`src/sv/mked_pkg.sv`:
```
// Shared types and constants of the multi-key event detector.
package mked_pkg;

  // Field widths of the item channels
  localparam int LEVEL_W = 4;
  localparam int INDEX_W = 2;
  localparam int FLAG_W  = 6;

  // Configuration port geometry
  localparam int CFG_AW  = 4;
  localparam int CFG_DW  = 32;
  localparam int LONG_W  = 16;
  localparam int DIV_W   = 8;

  // Command codes
  localparam logic CMD_TICK  = 1'b0;
  localparam logic CMD_CHECK = 1'b1;

  // Flag bit positions
  localparam int BIT_HOLD   = 0;
  localparam int BIT_DOWN   = 1;
  localparam int BIT_UP     = 2;
  localparam int BIT_SINGLE = 3;
  localparam int BIT_LONG   = 4;
  localparam int BIT_REPEAT = 5;

  localparam logic [FLAG_W-1:0] FLAG_HOLD = 6'h01;

  // Register indexes (word address)
  localparam logic [1:0] REG_LONG_TIME     = 2'd0;
  localparam logic [1:0] REG_REPEAT_TIME   = 2'd1;
  localparam logic [1:0] REG_SAMPLE_DIVIDE = 2'd2;

  // Reset values of the registers
  localparam logic [LONG_W-1:0] LONG_TIME_RST     = 16'd100;
  localparam logic [LONG_W-1:0] REPEAT_TIME_RST   = 16'd10;
  localparam logic [DIV_W-1:0]  SAMPLE_DIVIDE_RST = 8'd2;

  // Per-key press state
  typedef enum logic [2:0] {
    MODE_IDLE    = 3'b001,
    MODE_PRESSED = 3'b010,
    MODE_LONG    = 3'b100
  } mode_t;

  // Control from the top level to one key cell
  typedef struct packed {
    logic              tick;
    logic              sample;
    logic              level;
    logic              clr;
    logic [FLAG_W-1:0] clr_mask;
  } key_ctrl_t;

endpackage

```
`src/sv/mked_in_if.sv`:
```
// Input item channel: tick or check command with its fields.
interface mked_in_if;
  import mked_pkg::*;

  logic               valid;
  logic               ready;
  logic               cmd;
  logic [LEVEL_W-1:0] key_levels;
  logic [INDEX_W-1:0] key_index;
  logic [FLAG_W-1:0]  flag_mask;

  modport source (output valid, cmd, key_levels, key_index, flag_mask, input ready);
  modport sink   (input valid, cmd, key_levels, key_index, flag_mask, output ready);
endinterface

```
`src/sv/mked_out_if.sv`:
```
// Result item channel: hit flag and the checked key's flags.
interface mked_out_if;
  import mked_pkg::*;

  logic              valid;
  logic              ready;
  logic              hit;
  logic [FLAG_W-1:0] flags_seen;

  modport source (output valid, hit, flags_seen, input ready);
  modport sink   (input valid, hit, flags_seen, output ready);
endinterface

```
`src/sv/mked_key.sv`:
```
// One key cell: countdown, edge detection, press state machine and event flags.
module mked_key (
  input  logic                       clk,
  input  logic                       rst_n,
  input  mked_pkg::key_ctrl_t        ctrl,
  input  logic [mked_pkg::LONG_W-1:0] long_time,
  input  logic [mked_pkg::LONG_W-1:0] repeat_time,
  output logic [mked_pkg::FLAG_W-1:0] flags
);
  import mked_pkg::*;

  logic              last_r, last_nxt;
  mode_t             mode_r, mode_nxt;
  logic [LONG_W-1:0] cd_r, cd_nxt, cd_dec;
  logic [FLAG_W-1:0] flags_r, flags_nxt;

  // Count down on every tick, stopping at zero
  always_comb begin
    cd_dec = cd_r;
    if (ctrl.tick && (cd_r != '0)) begin
      cd_dec = cd_r - LONG_W'(1);
    end
  end

  // Sample the level and step the press state machine; clear on check
  always_comb begin
    last_nxt  = last_r;
    mode_nxt  = mode_r;
    cd_nxt    = cd_dec;
    flags_nxt = flags_r;
    if (ctrl.clr) begin
      flags_nxt = flags_r & ~ctrl.clr_mask;
    end
    if (ctrl.sample) begin
      last_nxt = ctrl.level;
      flags_nxt[BIT_HOLD] = ctrl.level;
      if (ctrl.level && !last_r) flags_nxt[BIT_DOWN] = 1'b1;
      if (!ctrl.level && last_r) flags_nxt[BIT_UP] = 1'b1;
      unique case (mode_r)
        MODE_PRESSED: begin
          if (!ctrl.level) begin
            flags_nxt[BIT_SINGLE] = 1'b1;
            mode_nxt = MODE_IDLE;
          end else if (cd_dec == '0) begin
            cd_nxt = repeat_time;
            flags_nxt[BIT_LONG] = 1'b1;
            mode_nxt = MODE_LONG;
          end
        end
        MODE_LONG: begin
          if (!ctrl.level) begin
            mode_nxt = MODE_IDLE;
          end else if (cd_dec == '0) begin
            cd_nxt = repeat_time;
            flags_nxt[BIT_REPEAT] = 1'b1;
          end
        end
        default: begin
          if (ctrl.level) begin
            cd_nxt   = long_time;
            mode_nxt = MODE_PRESSED;
          end
        end
      endcase
    end
  end

  always_ff @(posedge clk) begin
    if (!rst_n) begin
      last_r  <= 1'b0;
      mode_r  <= MODE_IDLE;
      cd_r    <= '0;
      flags_r <= '0;
    end else begin
      last_r  <= last_nxt;
      mode_r  <= mode_nxt;
      cd_r    <= cd_nxt;
      flags_r <= flags_nxt;
    end
  end

  assign flags = flags_r;

endmodule

```
`src/sv/multi_key_event_detector.sv`:
```
// Top level of the multi-key event detector: item pipeline, divider, registers.
//
// Detects press, release, single click, long press and auto-repeat on NUM_KEYS
// keys. A tick item (cmd 0) brings the key levels and advances every key's
// countdown; every sample_divide ticks the levels are sampled and the per-key
// flags and press state update. A check item (cmd 1) returns the named key's
// flags and whether any bit of flag_mask is set, and clears the masked bits
// unless the mask is hold alone. Every item gives exactly one result. The block
// takes one item per clock unless the result channel stalls. Each item is
// held in the input register, then in the result register; all per-key state
// updates when it moves from one to the other. Only keys 0 to 3 see levels
// and can be checked. Registers sit at byte addresses 0 (long_time),
// 4 (repeat_time) and 8 (sample_divide).
module multi_key_event_detector #(
  parameter int NUM_KEYS = 4
) (
  input  logic                        clk,
  input  logic                        rst_n,
  mked_in_if.sink                     in_ch,
  mked_out_if.source                  out_ch,
  input  logic                        psel,
  input  logic                        penable,
  input  logic                        pwrite,
  input  logic [mked_pkg::CFG_AW-1:0] paddr,
  input  logic [mked_pkg::CFG_DW-1:0] pwdata,
  output logic [mked_pkg::CFG_DW-1:0] prdata,
  output logic                        pready
);
  import mked_pkg::*;

  // Configuration registers
  logic [LONG_W-1:0] long_time_r;
  logic [LONG_W-1:0] repeat_time_r;
  logic [DIV_W-1:0]  sample_divide_r;
  logic [1:0]        reg_idx;
  logic              cfg_wr;

  // Input register
  logic               s1_v_r;
  logic               s1_cmd_r;
  logic [LEVEL_W-1:0] s1_lvl_r;
  logic [INDEX_W-1:0] s1_idx_r;
  logic [FLAG_W-1:0]  s1_mask_r;

  // Result register
  logic              out_v_r;
  logic              out_hit_r, out_hit_nxt;
  logic [FLAG_W-1:0] out_flags_r, out_flags_nxt;

  logic              adv;
  logic              tick;
  logic              samp;
  logic [DIV_W-1:0]  div_r, div_nxt, div_inc;
  logic [FLAG_W-1:0] sel_flags;
  logic              hit_c;
  logic              clear_en;
  logic [FLAG_W-1:0] key_flags [NUM_KEYS];

  // Register port
  assign pready  = 1'b1;
  assign reg_idx = paddr[3:2];
  assign cfg_wr  = psel && penable && pwrite && pready;

  always_ff @(posedge clk) begin
    if (!rst_n) begin
      long_time_r     <= LONG_TIME_RST;
      repeat_time_r   <= REPEAT_TIME_RST;
      sample_divide_r <= SAMPLE_DIVIDE_RST;
    end else if (cfg_wr) begin
      unique case (reg_idx)
        REG_LONG_TIME:     long_time_r     <= pwdata[LONG_W-1:0];
        REG_REPEAT_TIME:   repeat_time_r   <= pwdata[LONG_W-1:0];
        REG_SAMPLE_DIVIDE: sample_divide_r <= pwdata[DIV_W-1:0];
        default: ;
      endcase
    end
  end

  always_comb begin
    unique case (reg_idx)
      REG_LONG_TIME:     prdata = CFG_DW'(long_time_r);
      REG_REPEAT_TIME:   prdata = CFG_DW'(repeat_time_r);
      REG_SAMPLE_DIVIDE: prdata = CFG_DW'(sample_divide_r);
      default:           prdata = '0;
    endcase
  end

  // Advance the item in the input register when the result slot frees
  assign adv         = s1_v_r && (!out_v_r || out_ch.ready);
  assign in_ch.ready = !s1_v_r || adv;

  always_ff @(posedge clk) begin
    if (!rst_n) begin
      s1_v_r <= 1'b0;
    end else if (in_ch.ready) begin
      s1_v_r <= in_ch.valid;
    end
  end

  always_ff @(posedge clk) begin
    if (in_ch.ready && in_ch.valid) begin
      s1_cmd_r  <= in_ch.cmd;
      s1_lvl_r  <= in_ch.key_levels;
      s1_idx_r  <= in_ch.key_index;
      s1_mask_r <= in_ch.flag_mask;
    end
  end

  // Tick divider: sample when the incremented count reaches sample_divide
  assign tick    = adv && (s1_cmd_r == CMD_TICK);
  assign div_inc = div_r + DIV_W'(1);
  assign samp    = (div_inc >= sample_divide_r);

  always_comb begin
    div_nxt = div_r;
    if (tick) begin
      div_nxt = samp ? '0 : div_inc;
    end
  end

  always_ff @(posedge clk) begin
    if (!rst_n) begin
      div_r <= '0;
    end else begin
      div_r <= div_nxt;
    end
  end

  // Select the checked key's flags; keys that do not exist read as zero
  always_comb begin
    sel_flags = '0;
    for (int k = 0; k < NUM_KEYS; k++) begin
      if ({2'b00, s1_idx_r} == 4'(k)) sel_flags = key_flags[k];
    end
  end

  assign hit_c    = |(sel_flags & s1_mask_r);
  assign clear_en = adv && (s1_cmd_r == CMD_CHECK) && hit_c && (s1_mask_r != FLAG_HOLD);

  // Key cells
  for (genvar gk = 0; gk < NUM_KEYS; gk++) begin : g_key
    key_ctrl_t ctrl;
    logic      lvl;

    if (gk < LEVEL_W) begin : g_lvl
      assign lvl = s1_lvl_r[gk];
    end else begin : g_nolvl
      assign lvl = 1'b0;
    end

    assign ctrl.tick     = tick;
    assign ctrl.sample   = tick && samp;
    assign ctrl.level    = lvl;
    assign ctrl.clr      = clear_en && ({2'b00, s1_idx_r} == 4'(gk));
    assign ctrl.clr_mask = s1_mask_r;

    mked_key u_key (
      .clk         (clk),
      .rst_n       (rst_n),
      .ctrl        (ctrl),
      .long_time   (long_time_r),
      .repeat_time (repeat_time_r),
      .flags       (key_flags[gk])
    );
  end

  // Result: zeros for a tick, flags and hit for a check
  always_comb begin
    out_hit_nxt   = 1'b0;
    out_flags_nxt = '0;
    if (s1_cmd_r == CMD_CHECK) begin
      out_hit_nxt   = hit_c;
      out_flags_nxt = sel_flags;
    end
  end

  always_ff @(posedge clk) begin
    if (!rst_n) begin
      out_v_r <= 1'b0;
    end else if (adv) begin
      out_v_r <= 1'b1;
    end else if (out_ch.ready) begin
      out_v_r <= 1'b0;
    end
  end

  always_ff @(posedge clk) begin
    if (adv) begin
      out_hit_r   <= out_hit_nxt;
      out_flags_r <= out_flags_nxt;
    end
  end

  assign out_ch.valid      = out_v_r;
  assign out_ch.hit        = out_hit_r;
  assign out_ch.flags_seen = out_flags_r;

  // A hit always comes with at least one flag shown
  a_hit_has_flags: assert property (@(posedge clk) disable iff (!rst_n)
    (out_v_r && out_hit_r) |-> (out_flags_r != '0))
    else $error("hit reported with no flags set");

  // An advanced item always lands in the result register
  a_adv_fills_out: assert property (@(posedge clk) disable iff (!rst_n)
    adv |=> out_v_r)
    else $error("advanced item missing from result register");

  // A held item stays in the input register
  a_s1_held: assert property (@(posedge clk) disable iff (!rst_n)
    (s1_v_r && !adv) |=> s1_v_r)
    else $error("stalled item dropped from input register");

endmodule

```
`src/flat_wrapper.sv`:
```
// flat-port wrapper written by rule: the top's interface ports become plain ports
module multi_key_event_detector_flat import mked_pkg::*;
#(
  parameter int NUM_KEYS = 4
)
  (clk, rst_n, psel, penable, pwrite, paddr, pwdata, prdata, pready, in_ch_valid, in_ch_cmd, in_ch_key_levels, in_ch_key_index, in_ch_flag_mask, in_ch_ready, out_ch_valid, out_ch_hit, out_ch_flags_seen, out_ch_ready);
  mked_in_if in_ch_i ();
  mked_out_if out_ch_i ();
  input  logic clk;
  input  logic rst_n;
  input  logic psel;
  input  logic penable;
  input  logic pwrite;
  input  logic [mked_pkg::CFG_AW-1:0] paddr;
  input  logic [mked_pkg::CFG_DW-1:0] pwdata;
  output logic [mked_pkg::CFG_DW-1:0] prdata;
  output logic pready;
  input wire logic [$bits(in_ch_i.valid)-1:0] in_ch_valid;
  input wire logic [$bits(in_ch_i.cmd)-1:0] in_ch_cmd;
  input wire logic [$bits(in_ch_i.key_levels)-1:0] in_ch_key_levels;
  input wire logic [$bits(in_ch_i.key_index)-1:0] in_ch_key_index;
  input wire logic [$bits(in_ch_i.flag_mask)-1:0] in_ch_flag_mask;
  output wire logic [$bits(in_ch_i.ready)-1:0] in_ch_ready;
  output wire logic [$bits(out_ch_i.valid)-1:0] out_ch_valid;
  output wire logic [$bits(out_ch_i.hit)-1:0] out_ch_hit;
  output wire logic [$bits(out_ch_i.flags_seen)-1:0] out_ch_flags_seen;
  input wire logic [$bits(out_ch_i.ready)-1:0] out_ch_ready;
  assign in_ch_i.valid = in_ch_valid;
  assign in_ch_i.cmd = in_ch_cmd;
  assign in_ch_i.key_levels = in_ch_key_levels;
  assign in_ch_i.key_index = in_ch_key_index;
  assign in_ch_i.flag_mask = in_ch_flag_mask;
  assign in_ch_ready = in_ch_i.ready;
  assign out_ch_valid = out_ch_i.valid;
  assign out_ch_hit = out_ch_i.hit;
  assign out_ch_flags_seen = out_ch_i.flags_seen;
  assign out_ch_i.ready = out_ch_ready;
  multi_key_event_detector #(.NUM_KEYS(NUM_KEYS)) u_core (.clk(clk), .rst_n(rst_n), .in_ch(in_ch_i), .out_ch(out_ch_i), .psel(psel), .penable(penable), .pwrite(pwrite), .paddr(paddr), .pwdata(pwdata), .prdata(prdata), .pready(pready));
endmodule
```
`config.mk`:
```
export PLATFORM = sky130hd
export DESIGN_NAME = multi_key_event_detector_flat
export DESIGN_NICKNAME = d
export VERILOG_FILES = /design/src/sv/mked_pkg.sv /design/src/sv/mked_in_if.sv /design/src/sv/mked_out_if.sv /design/src/sv/mked_key.sv /design/src/sv/multi_key_event_detector.sv /design/src/flat_wrapper.sv
export SDC_FILE = /design/constraint.sdc
export NUM_CORES = 1
export LEC_CHECK = 0
export BUFFER_PORTS_ARGS = -buffer_cell sky130_fd_sc_hd__clkbuf_2
export CELL_PAD_IN_SITES_DETAIL_PLACEMENT = 0
export CELL_PAD_IN_SITES_GLOBAL_PLACEMENT = 1
export CORE_AREA = 4 4 153 155
export DETAILED_ROUTE_END_ITERATION = 6
export DIE_AREA = 0 0 157 159
export PLACE_DENSITY_LB_ADDON = 0.1
export SYNTH_ARGS = -nofsm -noshare
export SYNTH_HDL_FRONTEND = slang
export SYNTH_SLANG_ARGS = --single-unit
```
`constraint.sdc`:
```
create_clock -name clk -period 4.6 [get_ports clk]
set_input_delay 0.46 -clock clk [delete_from_list [all_inputs] [get_ports clk]]
set_output_delay 0.46 -clock clk [all_outputs]
set_load 0.05 [all_outputs]
```
# Word level (Yosys, flattened, before mapping)
# Index checks and enable logic that the tools add are counted.
# W data, S select, Z words.
[classes] addsub=5 magnitude_cmp=1 n_eq_ne=22 mux=96 bitwise_logic=7 reduce_logical=68
[ops] op="$mux W16" n=24
[ops] op="$mux W6" n=12
[ops] op="$logic_not A16 Y1" n=4
[ops] op="$reduce_bool A16 Y1" n=4
[ops] op="$sub A16 B1 Y16 const B" n=4
[ops] op="$mux W3" n=16
[ops] op="$pmux W16 S3" n=1
[ops] op="$mux W1" n=34
[ops] op="$and A6 B6 Y6" n=5
[ops] op="$logic_and A1 B1 Y1" n=25
[ops] op="$pmux W3 S2" n=4
[ops] op="$reduce_and A4 Y1" n=4
[ops] op="$eq A3 B2 Y1 const B" n=4
[ops] op="$eq A3 B3 Y1 const B" n=4
[ops] op="$ne A3 B3 Y1 const B" n=4
[ops] op="$reduce_bool A3 Y1" n=4
[ops] op="$logic_not A1 Y1" n=10
[ops] op="$reduce_bool A2 Y1" n=5
[ops] op="$add A8 B1 Y8 const B" n=1
[ops] op="$ge A8 B8 Y1" n=1
[ops] op="$mux W2" n=4
[ops] op="$mux W8" n=1
[ops] op="$ne A2 B2 Y1 const B" n=4
[ops] op="$reduce_or A2 Y1" n=4
[ops] op="other kinds (9)" n=16
[word_totals] regBits=174 input_bits=56 elab_cells=231

# Logic depth before layout (Yosys ltp)
# Gate-level depths: netlist (run 1).
[depth] ltp_word=15 ltp_mapped=16

# Hierarchy
# A second synthesis (run 1) with hierarchy kept.
[hier_totals] cells_unflattened=1472 hier_area_um2=11808.8
[modules_own_cells] mod="mked_key at u_core.g_key[2].u_key ..." instances=2 cells_each=274 area_per_inst_um2=2092.0
[modules_own_cells] mod="mked_key at u_core.g_key[0].u_key ..." instances=2 cells_each=277 area_per_inst_um2=2058.2
[modules_own_cells] mod="multi_key_event_detector" instances=1 cells_each=370 area_per_inst_um2=3508.4

# Worst setup path after synthesis (run 1)
# OpenSTA, ideal clock, no wires.
[synth_path] kind="flip-flop to flip-flop" from="register u_core.g_key[1].u_key.cd_r[11]" to="register u_core.g_key[1].u_key.cd_r[4]" setup_ps=95 t_arrival_ps=3094 t_required_ps=4505 path_slack_ps=1411 stages_incl_launch_ff=12 synth_period_minus_slack_ps=3189 cell_sequence="dfxtp_1 > or4_1 > nor4_4 > and2_1 > clkbuf_1 > mux2_2 > a2111oi_2 > and2_1 > buf_4 > buf_6 > nand3_1 > a221oi_1"
[synth_via] elab_chain_len=8 elab_cells_between_ends=10 cone_classes="add/sub (1); mux (6); reduce/logical (3)"
[synth_rtl] item="from (decl)" line="mked_key.sv:14" source="logic [LONG_W-1:0] cd_r, cd_nxt, cd_dec;"
[synth_rtl] item="from (signal assigned)" line="mked_key.sv:77" source="cd_r <= cd_nxt;"
[synth_rtl] item="parallel branches: the longest is 2 deep, another holds $sub A16 B1 Y16"
[synth_rtl] item="$mux W16 *" line="mked_key.sv:20" source="if (ctrl.tick && (cd_r != '0)) begin"
[synth_rtl] item="$logic_not A16 Y1" line="mked_key.sv:44, mked_key.sv:53"
[synth_rtl] item="$mux W16" line="mked_key.sv:44, mked_key.sv:53"
[synth_rtl] item="$mux W16" line="mked_key.sv:41" source="if (!ctrl.level) begin"
[synth_rtl] item="$mux W16"
[synth_rtl] item="$mux W16 *" line="mked_key.sv:34" source="if (ctrl.sample) begin"
# Every way passes the cells marked *.
# A chain may end at the register's enable or synchronous reset.

# Final worst setup path (run 1)
[layout_path] from="register u_core.div_r[2]" to="register u_core.g_key[0].u_key.cd_r[5]"
[layout_via] elab_chain_len=4
[layout_rtl] item="from (decl)" line="multi_key_event_detector.sv:53" source="logic [DIV_W-1:0] div_r, div_nxt, div_inc;"
[layout_rtl] item="from (signal assigned)" line="multi_key_event_detector.sv:125" source="div_r <= div_nxt;"
[layout_rtl] item="$add A8 B1 Y8" line="multi_key_event_detector.sv:111" source="assign div_inc = div_r + DIV_W'(1);"
[layout_rtl] item="$ge A8 B8 Y1" line="multi_key_event_detector.sv:112" source="assign samp = (div_inc >= sample_divide_r);"
[layout_rtl] item="$logic_and A1 B1 Y1" line="multi_key_event_detector.sv:152" source="assign ctrl.sample = tick && samp;"
[layout_rtl] item="$mux W16" line="mked_key.sv:34"
[layout_rtl] item="to (signal assigned)" line="mked_key.sv:77"
[layout_rtl] item="to (decl)" line="mked_key.sv:14"
# Every way passes these cells.

==> impl_metrics.yaml, run 1 <==
worst_hold_path:
  worstHoldPathType: "in -> reg"
timing:
  whs_ns: 0.191
  max_slew_margin_pct: 21.6
  fmax_ghz: 0.260
  fin_crit_sh_pct: 83.8
  rsz0062_at_grt: "no"
  setup_viol: 0
  finalHoldViolCount: 0
  period_needed_ns: 3.85
  maxSlewViolCount: 0
  tightest_slew_ns: 1.17
  tns_ns: 0
  fin_skew_ns: 0.0177
drt:
  ant_nets: 0
  wl_met1_um: 16200
  highest_layer: "met4"
  vias_per_cell: 6.25
  met2_length_um: 16000
  avgRoutedWirePerCell_um: 22.1
  wl_met3_um: 2880
  drtPass1Iterations: 7
  wl_um: 36000
  drtIter0Drc: 928
  vias: 10200
  drc: 1
pwr:
  combPwrFrac_pct: 41.8
  vdd_drop_max_mv: 0.447
  power_switching_mw: 2.37
  powerDensity_nw_per_um2: 489
  p_clk_share_pct: 26.1
  switching_share_pct: 41.7
  internal-power_mw: 3.31
  p_leak_nw: 4.39
  sequentialPowerShare_pct: 32.1
clocking:
  clkTransAtPathRegs_ns: 0.08
  cts_buffers: 17
  postCtsSetupRepairBufs: 0
  postCtsHoldBufs: 0
  clock-sinks: 174
  h-tree-depth: 4
  cts-root-buf: "clkbuf_16"
  cts_tree: "built"
  post_cts_resized: 0
  clk_latency_ns: 0.44
  cts_buffer_depth: 2
global_route:
  grt_first_pass_wirelength_um: 54800
  grt_antenna_before_repair: 0
  first_global_vias: 9282
  grt_max_degree: 42
  grt_overflow: 0
  track_usage_pct: 28.1
status:
  status: "complete, but fails checks"
  violations: "design-rule violations"
finish:
  fin_nets: 1407
  mostFrequentLayoutCell: "dfxtp_1"
  fillers: 2147
  final_cell_area_um2: 11600
  diodes: 0
  seq_area_um2: 3680
  multi_input_area_um2: 6380
  instances_no_fill: 1627
  drive_gt1_share_pct: 11.9
  syn_to_final_growth_pct: 9.12
  final_cell_mix: "dfxtp_1, nand2_1, nor2_1"
placed_design:
  place.gp.congestion: 0.925
  dp_hpwl_um: 25000
  io_buffers: 62
  dpl_cell_area_um2: 11000
  dp_cells: 1595
floorplan:
  die_w_um: 157
  start_util_pct: 48.8
  io_pins: 98
  dieHeight_um: 159
  rows: 54
  die_area_um2: 25000
  design.core.area_um2: 21800
synth:
  synth.avg_cell_area_um2: 8.06
  yosysWarningCount: 0
  yosysSeqAreaShare_pct: 34.6
  synth-async-reset-ratio_pct: 0
  syn-cell-area_um2: 10600
  synth_seq_cells: 174
  synth-edff-count: 20
  ys_types: 95
  synthCells: 1321
  synth_ff_type: "dfxtp_1"
setup_path:
  path_max_fanout: 9
  cp.arrival_ns: 4.20
  worst_setup_path_end_kind: "flop"
  crit_required_ns: 4.94
  critPathLaunchType: "flop"
  worstSetupPathType: "reg -> reg"
job:
  cap_violations: 0
[registers in the layout, summed over array words and instances (netlist names), 6 cells and up]
| signal | flops |
|---|---|
| u_core.div_r | 8 |
| u_core.long_time_r | 16 |
| u_core.g_key.u_key.mode_r | 12 |
| u_core.repeat_time_r | 16 |
| u_core.sample_divide_r | 8 |
| u_core.out_ch.flags_seen | 6 |
| u_core.g_key.u_key.cd_r | 64 |
| u_core.g_key.u_key.flags | 24 |
| u_core.s1_mask_r | 6 |
[area by class of cell]
type,count,area share (%)
repair buffers,80,3.84
multi-input cells,1020,54.9
inverters,41,1.34
flip-flops and latches,174,31.7
clock buffers,19,4.00
well taps,280,3.02
clock inverters,13,1.15
[kinds of logic after synthesis]
family / count (synthesis) / share of synthesized area (%)
simple gates: 530 / 25.4
compound gates: 348 / 21.6
flops: 174 / 34.6
buf+inv: 142 / 6.01
xor+xnor: 55 / 4.53
mux: 53 / 5.81
fa+ha+maj: 17 / 2.00
other cells: 2 / 0.0706
[routing by layer]
| metal | global-route usage, % | up-vias |
|---|---|---|
| li1 | - | 4838 |
| met5 | 0 | - |
| met2 | 41.9 | 427 |
| met1 | 41.8 | 4837 |
| met4 | 7.22 | 0 |
| met3 | 5.25 | 59 |
[cell usage after synthesis, types with 5 or more instances]
| master | count | area, µm² |
|---|---|---|
| and3_1 | 17 | 106 |
| edfxtp_1 | 20 | 601 |
| nand2_1 | 152 | 571 |
| nand3_1 | 37 | 185 |
| nand3b_1 | 7 | 52.6 |
| and2_1 | 22 | 138 |
| o31a_1 | 7 | 61.3 |
| mux2i_1 | 40 | 400 |
| nand4_1 | 17 | 106 |
| mux4_2 | 6 | 135 |
| nor4b_1 | 5 | 43.8 |
| or4_1 | 12 | 90.1 |
| nor2b_1 | 6 | 37.5 |
| o211a_1 | 5 | 50.1 |
| ha_1 | 17 | 213 |
| buf_4 | 20 | 150 |
| nand2b_1 | 13 | 81.3 |
| a22oi_1 | 11 | 82.6 |
| buf_1 | 6 | 22.5 |
| a211oi_1 | 17 | 128 |
| dfxtp_1 | 154 | 3080 |
| nor4_1 | 27 | 169 |
| a21o_1 | 5 | 37.5 |
| a21oi_1 | 115 | 576 |
| nor3_1 | 31 | 155 |
| o21ai_0 | 63 | 315 |
| o31ai_1 | 5 | 37.5 |
| or2_2 | 7 | 43.8 |
| o221ai_1 | 8 | 70.1 |
| nor3b_1 | 8 | 60.1 |
| nor2_1 | 132 | 495 |
| o32ai_1 | 5 | 43.8 |
| xnor2_1 | 35 | 307 |
| a2111oi_0 | 5 | 43.8 |
| inv_1 | 40 | 150 |
| o22ai_1 | 13 | 81.3 |
| buf_2 | 7 | 35.0 |
| xor2_1 | 20 | 175 |
| o211ai_1 | 14 | 105 |
| o21a_1 | 6 | 45.0 |
| clkbuf_1 | 65 | 244 |
| a31oi_1 | 16 | 100 |
| or3_1 | 11 | 68.8 |
[critical path: stages, from the launching register on]
cell,delay (ns)
dfxtp_1,0.41
and3_1,0.26
and3_1,0.26
xor2_1,0.10
ha_1,0.29
nand3_1,0.07
o21ai_1,0.73
nand3_1,0.58
and4b_1,0.67
nor2_1,0.09
o32ai_2,0.28
[power by group through the flow]
stage	clock network [mW]	registers [mW]	logic (mW)
finish	1.48	1.82	2.37
global route	1.56	1.85	2.59
CTS	1.50	1.82	2.34
detailed placement	0	1.85	2.32
global placement	0	1.85	2.32
floorplan	0	1.78	1.94
[through the flow]
stage	util [%]	power (mW)	worst slack, ns
final	53.2	5.68	0.746
after global routing	53.2	6.00	0.506
after CTS	53.2	5.65	0.824
after detailed placement	50.5	4.17	0.827
after global placement	50.5	4.17	0.838
after floorplan	-	3.72	1.41
[final timing paths]
| kind | from | to | slack, ns | cells after the start |
|---|---|---|---|---|
| setup reg to reg | u_core.div_r[2] | u_core.g_key[0].u_key.cd_r[5] | 0.75 | 10 |
| hold reg to reg | u_core.div_r[7] | u_core.div_r[7] | 0.47 | 2 |
| setup / recovery | u_core.div_r[2] | u_core.g_key[0].u_key.cd_r[5] | 0.75 | 10 |
| hold / removal | in_ch_cmd | u_core.s1_cmd_r | 0.19 | 1 |
Note: power is estimated with default switching activity, not from simulation.
==> inputs of run 2 (changes only) <==
--- a/config.mk
+++ b/config.mk
@@ -8,9 +8,9 @@
 export BUFFER_PORTS_ARGS = -buffer_cell sky130_fd_sc_hd__clkbuf_2
 export CELL_PAD_IN_SITES_DETAIL_PLACEMENT = 0
 export CELL_PAD_IN_SITES_GLOBAL_PLACEMENT = 1
-export CORE_AREA = 4 4 153 155
+export CORE_AREA = 4 4 159 161
 export DETAILED_ROUTE_END_ITERATION = 6
-export DIE_AREA = 0 0 157 159
+export DIE_AREA = 0 0 163 165
 export PLACE_DENSITY_LB_ADDON = 0.1
 export SYNTH_ARGS = -nofsm -noshare
 export SYNTH_HDL_FRONTEND = slang
==> constraint.sdc (replaced) <==
create_clock -name clk -period 3.8 [get_ports clk]
set_input_delay 0.38 -clock clk [delete_from_list [all_inputs] [get_ports clk]]
set_output_delay 0.38 -clock clk [all_outputs]
set_load 0.05 [all_outputs]
==> run 2 against run 1 <==
Compared with the run above: the flow still finishes with violations (design-rule violations); utilization shrank 4.0 points; clock power grew 21%; via count is 0.40% lower; non-clock buffer count grew 15; maximum frequency up 7.7%; total power up 23%; largest power group unchanged.
==> impl_metrics.yaml, run 2 (same netlist as run 1, synthesis figures left out) <==
status:
  status: "complete, but fails checks"
  violations: "design-rule violations"
floorplan:
  rows: 57
  start_util_pct: 44.4
  dieHeight_um: 165
  die_w_um: 163
  io_pins: 98
  die_area_um2: 26900
  design.core.area_um2: 24000
setup_path:
  r2r_start: "u_core.div_r[2]"
  worstSetupPathType: "reg -> reg"
  cp.arrival_ns: 3.93
  crit_required_ns: 4.15
  crit_start: "u_core.div_r[2]"
  r2r-end: "u_core.g_key[2].u_key.cd_r[1]"
  critPathLaunchType: "flop"
  worst_setup_path_end_kind: "flop"
  r2r_slack_ns: 0.22
  ff2ff_path_depth: 10
  path_max_fanout: 9
  crit_path_end: "u_core.g_key[2].u_key.cd_r[1]"
global_route:
  first_global_vias: 9379
  grt_overflow: 0
  track_usage_pct: 26.9
  grt_antenna_before_repair: 0
  grt_first_pass_wirelength_um: 55900
  grt_max_degree: 68
clocking:
  clk_latency_ns: 0.44
  post_cts_resized: 0
  postCtsHoldBufs: 0
  cts_tree: "built"
  cts_buffer_depth: 2
  clock-sinks: 174
  cts-root-buf: "clkbuf_16"
  postCtsSetupRepairBufs: 0
  clkTransAtPathRegs_ns: 0.08
  cts_buffers: 17
  h-tree-depth: 4
finish:
  fillers: 2446
  instances_no_fill: 1686
  top_register: "u_core.g_key.u_key.cd_r"
  seq_area_um2: 3680
  final_cell_mix: "dfxtp_1, nand2_1, nor2_1"
  utilization_pct: 49.2
  diodes: 0
  syn_to_final_growth_pct: 10.8
  multi_input_area_um2: 6380
  mostFrequentLayoutCell: "dfxtp_1"
  drive_gt1_share_pct: 12.7
  largest_reg_flops: 64
  fin_nets: 1422
pwr:
  fin_total_pwr_mw: 7.00
  p_leak_nw: 4.46
  powerDensity_nw_per_um2: 594
  vdd_drop_max_mv: 1.06
placed_design:
  dp_cells: 1654
  dp_hpwl_um: 25700
  place.gp.congestion: 0.921
  io_buffers: 62
timing:
  whs_ns: 0.108
  fin_crit_sh_pct: 94.2
  period_needed_ns: 3.58
  tns_ns: 0
  fmax_ghz: 0.279
  rsz0062_at_grt: "no"
  max_slew_margin_pct: 39.8
  tightest_slew_ns: 0.898
  fin_skew_ns: 0.0132
  setup_viol: 0
  finalHoldViolCount: 0
  maxSlewViolCount: 0
drt:
  ant_nets: 0
  vias_per_cell: 6.00
  drtPass1Iterations: 7
  wl_um: 36400
  drc: 5
  vias: 10100
  avgRoutedWirePerCell_um: 21.6
  drtIter0Drc: 888
job:
  cap_violations: 0
worst_hold_path:
  worstHoldPathType: "in -> reg"
==> run 2: changes by cell type in the layout (fill, tap and decap cells not counted) <==
| cell | delta |
|---|---|
| buf_4 | +13 |
| buf_12 | +2 |
| bufinv_16 | +2 |
| clkbuf_1 | +2 |
| clkinv_4 | -2 |
| clkinv_8 | -2 |
| clkinvlp_4 | +2 |
| inv_4 | +2 |
| clkbuf_16 | -1 |
| clkbuf_8 | -1 |
| inv_6 | -1 |
| inv_8 | -1 |
==> run 2: routing by layer <==
layer	share of wire, %	up-vias	GRT usage, %
met5	0	-	0
met4	2.2	0	7.36
met3	6.6	56	4.32
met2	44	366	41.4
met1	47	4845	39.3
li1	-	4853	-
==> run 2: how the worst min path moves through the flow <==
stage / slack, ns / to / cells after the start / start
6_report: 0.11 / u_core.s1_cmd_r / 1 / in_ch_cmd
5_1_grt: 0.09 / u_core.s1_cmd_r / 1 / in_ch_cmd
4_1_cts: 0.1 / u_core.s1_cmd_r / 1 / in_ch_cmd
3_5_place_dp: 0.46 / u_core.g_key[0].u_key.flags[4] / 2 / u_core.g_key[0].u_key.flags[4]
3_3_place_gp: 0.45 / u_core.g_key[0].u_key.flags[4] / 2 / u_core.g_key[0].u_key.flags[4]
2_1_floorplan: 0.43 / u_core.g_key[2].u_key.flags[4] / 2 / u_core.g_key[2].u_key.flags[4]
==> run 2: layout make-up <==
cell class,instances,area share [%]
Sequential cell,174,31.2
Tap cell,324,3.44
Timing Repair Buffer,95,4.94
Clock inverter,13,1.28
Inverter,41,1.32
Clock buffer,19,3.67
Multi-Input combinational cell,1020,54.1
==> run 2: power breakdown <==
part	switching, mW	internal (mW)	total [mW]
clock	0.808	0.986	1.79
sequential	0.208	2.00	2.21
combinational	1.82	1.18	3.00
total	2.84	4.16	7.00
==> run 2: per-stage QoR <==
stage | setup WS (ns) | instance area [µm²]
after detailed placement | 0.366 | 11200
after CTS | 0.327 | 11800
after global routing | 0.0143 | 11800
final | 0.221 | 11800
after global placement | 0.331 | 11200
after floorplan | 0.611 | 10700
==> run 2: critical path, cell delays in order, from the launching register on <==
cell and delay [ns]:
dfxtp_1 0.40, and3_1 0.26, and3_1 0.25, xor2_1 0.10
ha_1 0.30, nand3_1 0.08, o21ai_1 0.70, and3_1 0.44
buf_4 0.20, nand4_1 0.39, o22ai_1 0.35
